$ cat src/sv/prtt_pkg.sv
`default_nettype none

package prtt_pkg;

    localparam int SINE_TABLE_DEPTH_DEF = 1024;
    localparam int COORD_FRAC_BITS_DEF  = 16;

    localparam int FUNC_W   = 3;
    localparam int ANGLE_W  = 17;
    localparam int COORD_W  = 32;
    localparam int SHIFT_W  = 16;
    localparam int SINE_W   = 15;
    localparam int COEF_W   = SINE_W + 1;
    localparam int TURN_W   = 16;
    localparam int REM_W    = 14;

    localparam int FULL_TURN    = 36000;
    localparam int QUARTER_TURN = 9000;

    // pi in Q2.30
    localparam longint unsigned PI_Q30 = 64'd3373259426;

    localparam int S_TDATA_W = 168;
    localparam int M_TDATA_W = 96;

    typedef enum logic [FUNC_W-1:0] {
        FUNC_LOAD      = 3'd0,
        FUNC_ROT_X     = 3'd1,
        FUNC_ROT_Y     = 3'd2,
        FUNC_ROT_Z     = 3'd3,
        FUNC_TRANSLATE = 3'd4
    } t_func;

    // slave tdata, first member is the highest bits
    typedef struct packed {
        logic [6:0]                  zero_pad;
        logic signed [SHIFT_W-1:0]   shift_z;
        logic signed [SHIFT_W-1:0]   shift_y;
        logic signed [SHIFT_W-1:0]   shift_x;
        logic signed [COORD_W-1:0]   load_z;
        logic signed [COORD_W-1:0]   load_y;
        logic signed [COORD_W-1:0]   load_x;
        logic signed [ANGLE_W-1:0]   angle_centideg;
    } t_s_data;

    typedef struct packed {
        logic signed [COORD_W-1:0] out_z;
        logic signed [COORD_W-1:0] out_y;
        logic signed [COORD_W-1:0] out_x;
    } t_m_data;

    typedef struct packed {
        logic [FUNC_W-1:0]         func;
        logic signed [COORD_W-1:0] load_x;
        logic signed [COORD_W-1:0] load_y;
        logic signed [COORD_W-1:0] load_z;
        logic signed [SHIFT_W-1:0] shift_x;
        logic signed [SHIFT_W-1:0] shift_y;
        logic signed [SHIFT_W-1:0] shift_z;
    } t_cmd;

    // a' = cos_k*p + sin_a*q, b' = sin_b*p + cos_k*q
    typedef struct packed {
        logic signed [COEF_W-1:0] cos_k;
        logic signed [COEF_W-1:0] sin_a;
        logic signed [COEF_W-1:0] sin_b;
    } t_coef;

endpackage

`default_nettype wire

$ cat src/sv/prtt_angle.sv
`default_nettype none

module prtt_angle #(
    parameter int DEPTH = prtt_pkg::SINE_TABLE_DEPTH_DEF
) (
    input  logic                                i_clk,
    input  logic [3:0]                          i_ld,
    input  logic signed [prtt_pkg::ANGLE_W-1:0] i_angle,
    output logic [1:0]                          o_quad,
    output logic [$clog2(DEPTH+1)-1:0]          o_idx
);
    import prtt_pkg::*;

    localparam int IDX_W    = $clog2(DEPTH + 1);
    localparam int NUM_W    = $clog2(QUARTER_TURN * (DEPTH + 1));
    localparam int RECIP_SH = 42;
    localparam longint unsigned RECIP =
        ((64'd1 << RECIP_SH) + QUARTER_TURN - 1) / QUARTER_TURN;

    logic signed [ANGLE_W+1:0] w_wrap;
    logic [ANGLE_W:0]          w_pos;
    logic [TURN_W-1:0]         r_turn, n_turn;
    logic [1:0]                r_quad_a, n_quad_a, r_quad_b;
    logic [REM_W-1:0]          r_rem, n_rem;
    logic [NUM_W-1:0]          r_num, n_num;
    logic [63:0]               w_prod;
    logic [IDX_W-1:0]          r_idx, n_idx;
    logic [1:0]                r_quad_c;

    // wrap into 0 .. FULL_TURN-1
    always_comb begin
        w_wrap = (ANGLE_W+2)'(i_angle);
        if (i_angle < 0) begin
            w_wrap = (ANGLE_W+2)'(i_angle) + (ANGLE_W+2)'(2 * FULL_TURN);
        end
        w_pos = w_wrap[ANGLE_W:0];
        if (w_pos >= (ANGLE_W+1)'(FULL_TURN)) begin
            n_turn = TURN_W'(w_pos - (ANGLE_W+1)'(FULL_TURN));
        end else begin
            n_turn = TURN_W'(w_pos);
        end
    end

    always_comb begin
        if (r_turn >= TURN_W'(3 * QUARTER_TURN)) begin
            n_quad_a = 2'd3;
            n_rem    = REM_W'(r_turn - TURN_W'(3 * QUARTER_TURN));
        end else if (r_turn >= TURN_W'(2 * QUARTER_TURN)) begin
            n_quad_a = 2'd2;
            n_rem    = REM_W'(r_turn - TURN_W'(2 * QUARTER_TURN));
        end else if (r_turn >= TURN_W'(QUARTER_TURN)) begin
            n_quad_a = 2'd1;
            n_rem    = REM_W'(r_turn - TURN_W'(QUARTER_TURN));
        end else begin
            n_quad_a = 2'd0;
            n_rem    = REM_W'(r_turn);
        end
    end

    // index = round(rem * DEPTH / QUARTER_TURN), exact reciprocal
    assign n_num  = NUM_W'(32'(r_rem) * 32'(DEPTH) + 32'(QUARTER_TURN / 2));
    assign w_prod = 64'(r_num) * RECIP;
    assign n_idx  = IDX_W'(w_prod >> RECIP_SH);

    always_ff @(posedge i_clk) begin
        if (i_ld[0]) begin
            r_turn <= n_turn;
        end
        if (i_ld[1]) begin
            r_quad_a <= n_quad_a;
            r_rem    <= n_rem;
        end
        if (i_ld[2]) begin
            r_quad_b <= r_quad_a;
            r_num    <= n_num;
        end
        if (i_ld[3]) begin
            r_quad_c <= r_quad_b;
            r_idx    <= n_idx;
        end
    end

    assign o_quad = r_quad_c;
    assign o_idx  = r_idx;

endmodule

`default_nettype wire

$ cat config.mk
export PLATFORM = sky130hd
export DESIGN_NAME = prtt_angle
export DESIGN_NICKNAME = d
export VERILOG_FILES = /design/src/sv/prtt_pkg.sv /design/src/sv/prtt_angle.sv
export SDC_FILE = /design/constraint.sdc
export NUM_CORES = 1
export LEC_CHECK = 0
export BUFFER_PORTS_ARGS = -buffer_cell sky130_fd_sc_hd__buf_2
export CAP_MARGIN = 0
export CORE_UTILIZATION = 45
export CTS_CLUSTER_SIZE = 24
export DETAILED_ROUTE_END_ITERATION = 7
export PLACE_DENSITY_LB_ADDON = 0.25
export SETUP_SLACK_MARGIN = 0.15
export SYNTH_ARGS = -nofsm -noshare
export SYNTH_HDL_FRONTEND = slang
export SYNTH_SLANG_ARGS = --single-unit
$ cat constraint.sdc
create_clock -name i_clk -period 15.7 [get_ports i_clk]
set_input_delay 2.355 -clock i_clk [delete_from_list [all_inputs] [get_ports i_clk]]
set_output_delay 2.355 -clock i_clk [all_outputs]
set_load 0.03 [all_outputs]
==> results by group, run 1 <==
Timing
  • Min Tclk post-route: 6.64 ns
  • Slew @ Worst Pin: about 1.3 ns
  • RSZ-0062 raised after global routing: false
  • Worst Skew: about 0.0086 ns
  • Final Setup Violations: 0
  • Final setup TNS: 0 ns
  • Relative slew margins: 0.0788
  • Endpoints failing hold: 0
  • Max Fclk: between 150 and 200 MHz
  • Period Utilization, post-route: 0.423
  • Slew Limit Fails: 0

CTS
  • CTS root buf: clkbuf_16
  • CTS max path bufs: 2
  • Clock Pin Slew Worst Setup and Hold Paths: 0.06 ns
  • Total setup buffers inserted after CTS: 0
  • Clock Latency Late Sink: ~0.34 ns
  • Hold-fix buffers, CTS: 0
  • Post_cts resized: 0
  • Num CTS Buffers: 9
  • CTS H-tree depth: 3
  • Clock tree sinks: just over 60
  • CTS tree: done

Synth
  • Post-synth cell types: just under 70
  • Post-synth ARST share: 0
  • Post-synth EDFFs: 61
  • #FFs+latches synth: just over 60
  • Syn Nets: 1440
  • Top_reg_cell synth: edfxtp_1
  • Post-Synthesis Cells: 1077
  • Ys Warns: 0
  • Sequential cell area fraction in the yosys report: 0.174
  • Cell area after synthesis: around 11000 µm²
  • Syn Area/Cell: 9.78 µm²

Final layout
  • Share of post-route cells with drive strength above 1: 0.0595
  • Syn-to-layout area delta: 7.23%
  • Total Nets Final: 1468
  • Ant. Diodes: 0

Job
  • Max Cap Viol: 0

Setup path
  • FF-to-FF End: o_idx[8]$_DFFE_PP_
  • Crit end category: flop
  • Worst r2r path cells: 19
  • Required @ worst endpoint: between 15 and 20 ns
  • CP Class: flop to flop
  • Worst r2r src: r_num[22]$_DFFE_PP_
  • Worst path arrival time: 6.68 ns
  • Critical Path Start Type: flop
  • Reg2Reg Setup Slack: 9.06 ns
  • Max FO, Critical Path: 10

Placement
  • GPL Wtd Cong: 0.861
  • Port Buffers: 34
  • Post-DP HPWL: just over 20000 µm

GRT
  • Overall Global Routing Usage: 0.214
  • Initial antenna violation count: 0
  • Pin count of the biggest net entering global routing: 17
  • First-pass GRT wire length: approximately 40000 µm
  • Overflow left after global routing: 0
  • Number of global-route vias before repair: 7586

Detailed routing
  • DRT iter0 DRCs: 396
  • Remaining antenna violation count: 0
  • Vias/cell: between 5 and 6
  • Drt pass-1 iters: 5
  • Wire per inst: 17.0 µm
  • Via count: between 7000 and 8000
  • Final wirelength: 24200 µm
  • DRC: 0

Min path
  • Worst Hold Path EP: o_quad[0]$_DFFE_PP_
  • Worst Hold Class: flop to flop
  • Hold path start: r_quad_b[0]$_DFFE_PP_
  • Worst Hold Depth: 0

Die
  • Initial core utilization: 0.463
  • Die Y: 155 µm
  • Die area: roughly 24000 µm²
  • Core ar.: 22800 µm²
  • Rows: between 50 and 60
  • Die W: around 160 µm
  • # IOs: 35

Outcome
  • Status: finished clean
## cell usage in the layout, fill, tap and decap left out, types with 3 or more instances in the layout
master     instances
nand2_1           55
a31o_2             3
nor2_1            41
and2_1             5
and3_1             7
a211oi_1           6
clkbuf_16          9
nand3_1           26
xor2_1            16
o211a_1            3
a31oi_1           13
nor3_1             9
inv_1            228
edfxtp_1          61
nand4_1           10
a21o_1            19
nor4_1             4
nor2b_1            9
buf_2             34
xnor2_1           32
ha_1             232
a221oi_1           5
o21ai_0           39
a21oi_1           53
and4_1             4
fa_1             109
o211ai_1          10
o311ai_0           3
o21a_1             5
## worst max path at each step
stage,start,to,slack (ns),depth (start not counted)
after floorplan,r_num[22]$_DFFE_PP_,o_idx[9]$_DFFE_PP_,9.69,19
after global placement,r_num[22]$_DFFE_PP_,o_idx[8]$_DFFE_PP_,9.14,19
after detailed placement,r_num[22]$_DFFE_PP_,o_idx[8]$_DFFE_PP_,9.15,19
after CTS,r_num[22]$_DFFE_PP_,o_idx[8]$_DFFE_PP_,9.11,19
after global routing,r_num[22]$_DFFE_PP_,o_idx[8]$_DFFE_PP_,8.71,19
final,r_num[22]$_DFFE_PP_,o_idx[8]$_DFFE_PP_,9.06,19
## final cells by class
cell class / count / area (µm²)
fillers: 2157 / 11500
multi-input cells: 769 / 7760
flip-flops and latches: 61 / 1830
inverters: 228 / 856
well taps: 313 / 392
clock buffers: 9 / 225
repair buffers: 36 / 185
clock inverters: 7 / 51.3
## cell families after synthesis
group	share of synthesized area
XOR/XNOR	0.0399
flip-flops	0.174
AND/OR/NAND/NOR	0.0857
adder cells (fa/ha/maj)	0.483
AO/OA/AOI/OAI	0.125
multiplexers	0.00297
buffers and inverters	0.0899
## stage by stage
stage	cell area (µm²)	hold WS [ns]	setup WS (ns)	instances	utilization
4_1_cts	11300	0.420	9.11	1423	0.496
6_report	11300	0.418	9.06	1423	0.496
2_1_floorplan	10500	0.400	9.69	1077	-
3_5_place_dp	11000	0.405	9.15	1407	0.484
5_1_grt	11300	0.431	8.71	1423	0.496
3_3_place_gp	11000	0.401	9.14	1407	0.484
## state kept, by name, summed over array words and instances (netlist names)
register	count
r_num	14
r_turn	16
o_idx	11
r_rem	14
r_quad_b	2
r_quad_a	2
o_quad	2
## Yosys cell counts, drive strengths merged, types with 9 or more instances
cell	instances	area [µm²]
nor2b	9	56.3
xnor2	32	280
a21o	19	143
nand4	10	62.6
a21oi	53	265
nand3	26	130
o21ai	40	200
nand2	55	206
inv	228	856
nor3	9	45.0
edfxtp	61	1830
buf	11	61.3
fa	109	2180
o211ai	10	75.1
a31oi	13	81.3
xor2	16	140
nor2	41	154
ha	232	2900
## routing by layer
metal,track usage,vias up,share of wire
met2,0.338,197,0.46
met3,0.0189,25,0.041
met5,0,-,0
met4,0.0552,0,0.016
li1,-,3744,-
met1,0.315,3693,0.49
## worst max-delay path: stages (launching register included)
cell	delay, ns
edfxtp_1	0.64
inv_1	0.16
ha_1	0.38
inv_1	0.11
fa_1	0.51
inv_1	0.06
fa_1	0.49
fa_1	0.55
inv_1	0.05
fa_1	0.51
fa_1	0.54
ha_1	0.32
ha_1	0.33
nand2_1	0.10
nor4_1	0.41
nand3_1	0.15
a31oi_1	0.44
o311ai_0	0.28
a31oi_1	0.24
a31oi_1	0.07
Power of run 1 is not shown: default switching activity piles up to over one toggle a cycle in this logic, so the estimate is an artifact.
==> inputs of run 2 (changes only) <==
clock period = 6.6 ns   (was 15.7 ns; I/O delays follow)
==> results by group, run 2 (synthesis gave the netlist of run 1 again) <==
Outcome
  • Status: finished clean

GRT
  • First-pass GRT wire length: 40500 µm
  • Initial antenna violation count: 0
  • Overflow left after global routing: 0
  • Overall Global Routing Usage: 0.217
  • Number of global-route vias before repair: just under 8000
  • Pin count of the biggest net entering global routing: 17

Min path
  • Worst Hold Class: flop to flop
  • Worst Hold Depth: 0

Final layout
  • Share of post-route cells with drive strength above 1: 0.0738
  • Final-layout fill cell count: 2118
  • Most flops, register: r_turn
  • Area of the multi-input gates: 7770 µm²
  • Syn-to-layout area delta: 8.61%
  • Max FFs per register: 16
  • Sequential cell area: roughly 1800 µm²
  • Top flop regs: r_turn: 16 flops, r_num: 14 flops, r_rem: 14 flops
  • Ant. Diodes: 0
  • Total Nets Final: 1483
  • Most frequent cells in the layout: ha_1, inv_1, fa_1
  • Commonest non-fill, non-tap cell in the layout: ha_1

Setup path
  • Crit end category: flop
  • Worst r2r path cells: 20
  • Worst path arrival time: ~6.2 ns
  • Required @ worst endpoint: 6.66 ns
  • Slowest stage delay, CP: slightly below 0.6 ns
  • Max FO, Critical Path: 7
  • Crit-path cells: buf_4 > ha_1 > inv_1 > fa_1 > fa_1 > inv_1 > fa_1 > fa_1 > inv_1 > fa_1 > inv_1 > ha_1 > ha_1 > nand2_1 > nor4_2 > nand3_1 > a31oi_1 > o311ai_0 > a31oi_1 > a31oi_1
  • CP dominant cell by count: fa_1
  • Highest-delay cell along the critical path: fa_1
  • Critical Path Start Type: flop
  • CP Class: flop to flop

Detailed routing
  • Final wirelength: 24600 µm
  • Via count: 7736
  • Vias/cell: 5.38
  • Wire per inst: 17.1 µm
  • Remaining antenna violation count: 0
  • DRC: 0
  • DRT iter0 DRCs: 375
  • Drt pass-1 iters: 5

Timing
  • Relative slew margins: 0.463
  • Final Setup Violations: 0
  • Min Tclk post-route: 6.19 ns
  • Slew @ Worst Pin: approximately 0.81 ns
  • Worst Skew: 0.0120 ns
  • Max Fclk: ~160 MHz
  • Final setup TNS: 0 ns
  • RSZ-0062 raised after global routing: true
  • Slew Limit Fails: 0
  • Endpoints failing hold: 0
  • Period Utilization, post-route: 0.938

CTS
  • CTS max path bufs: 2
  • Clock Latency Late Sink: between 0.3 and 0.4 ns
  • Clock Pin Slew Worst Setup and Hold Paths: ~0.07 ns
  • Num CTS Buffers: 9
  • Hold-fix buffers, CTS: 0
  • CTS tree: done
  • Clock tree sinks: 61
  • CTS H-tree depth: 3
  • CTS root buf: clkbuf_16

Die
  • Rows: 55
  • Core ar.: 22800 µm²
  • Die area: 24000 µm²
  • Initial core utilization: 0.463
  • Die W: 155 µm
  • # IOs: 35
  • Die Y: 155 µm

Placement
  • Port Buffers: 34
  • Post-DP HPWL: 21300 µm
  • GPL Wtd Cong: 0.856

Job
  • Max Cap Viol: 0
## run 2: final timing paths
check                 startpoint                   to  slack [ns]
max          r_num[23]$_DFFE_PP_   o_idx[8]$_DFFE_PP_        0.41
min           r_rem[0]$_DFFE_PP_  r_num[10]$_DFFE_PP_        0.41
max reg2reg  r_num[23]$_DFFE_PP_   o_idx[8]$_DFFE_PP_        0.41
min reg2reg   r_rem[0]$_DFFE_PP_  r_num[10]$_DFFE_PP_        0.41
## run 2: through the flow
step / util / setup WS [ns] / cells / area [µm²] / hold WS [ns]
5_1_grt: 0.502 / 0.132 / 1438 / 11400 / 0.420
4_1_cts: 0.501 / 0.310 / 1435 / 11400 / 0.414
3_5_place_dp: 0.488 / 0.328 / 1419 / 11100 / 0.405
2_1_floorplan: - / 0.595 / 1077 / 10500 / 0.400
3_3_place_gp: 0.488 / 0.448 / 1419 / 11100 / 0.401
6_report: 0.502 / 0.412 / 1438 / 11400 / 0.413
## run 2: cell type report
type / instances / area share
clock buffer: 9 / 0.0197
clock inverter: 7 / 0.00645
inverter: 228 / 0.0748
multi-input combinational: 769 / 0.679
sequential: 61 / 0.160
tap: 313 / 0.0342
timing repair buffer: 51 / 0.0260
## run 2: repair_timing
| item | in CTS | in global routing |
|---|---|---|
| resized for setup | 0 | 2 |
| buffers inserted | 0 | 3 |
| endpoints found under the setup margin | 0 | 7 |
## run 2: per-layer routing
| metal | part of all wire | wire, µm | track usage | vias to the layer above |
|---|---|---|---|---|
| li1 | - | - | - | 3774 |
| met1 | 0.47 | 11500 | 0.301 | 3753 |
| met2 | 0.47 | 11500 | 0.356 | 183 |
| met3 | 0.049 | 1210 | 0.0318 | 26 |
| met4 | 0.016 | 392 | 0.0547 | 0 |
| met5 | 0 | 0 | 0 | - |
## run 2: critical path: cells and delay by family (launching register included)
family                     cells  cell delay, ns
DFF                            1            0.41
AOI/OAI and AO/OA              4            0.90
buffers and inverters          5            0.45
and+or+nand+nor                3            0.56
adders and majority gates      8            3.60
Power of run 2 is left out for the same reason.
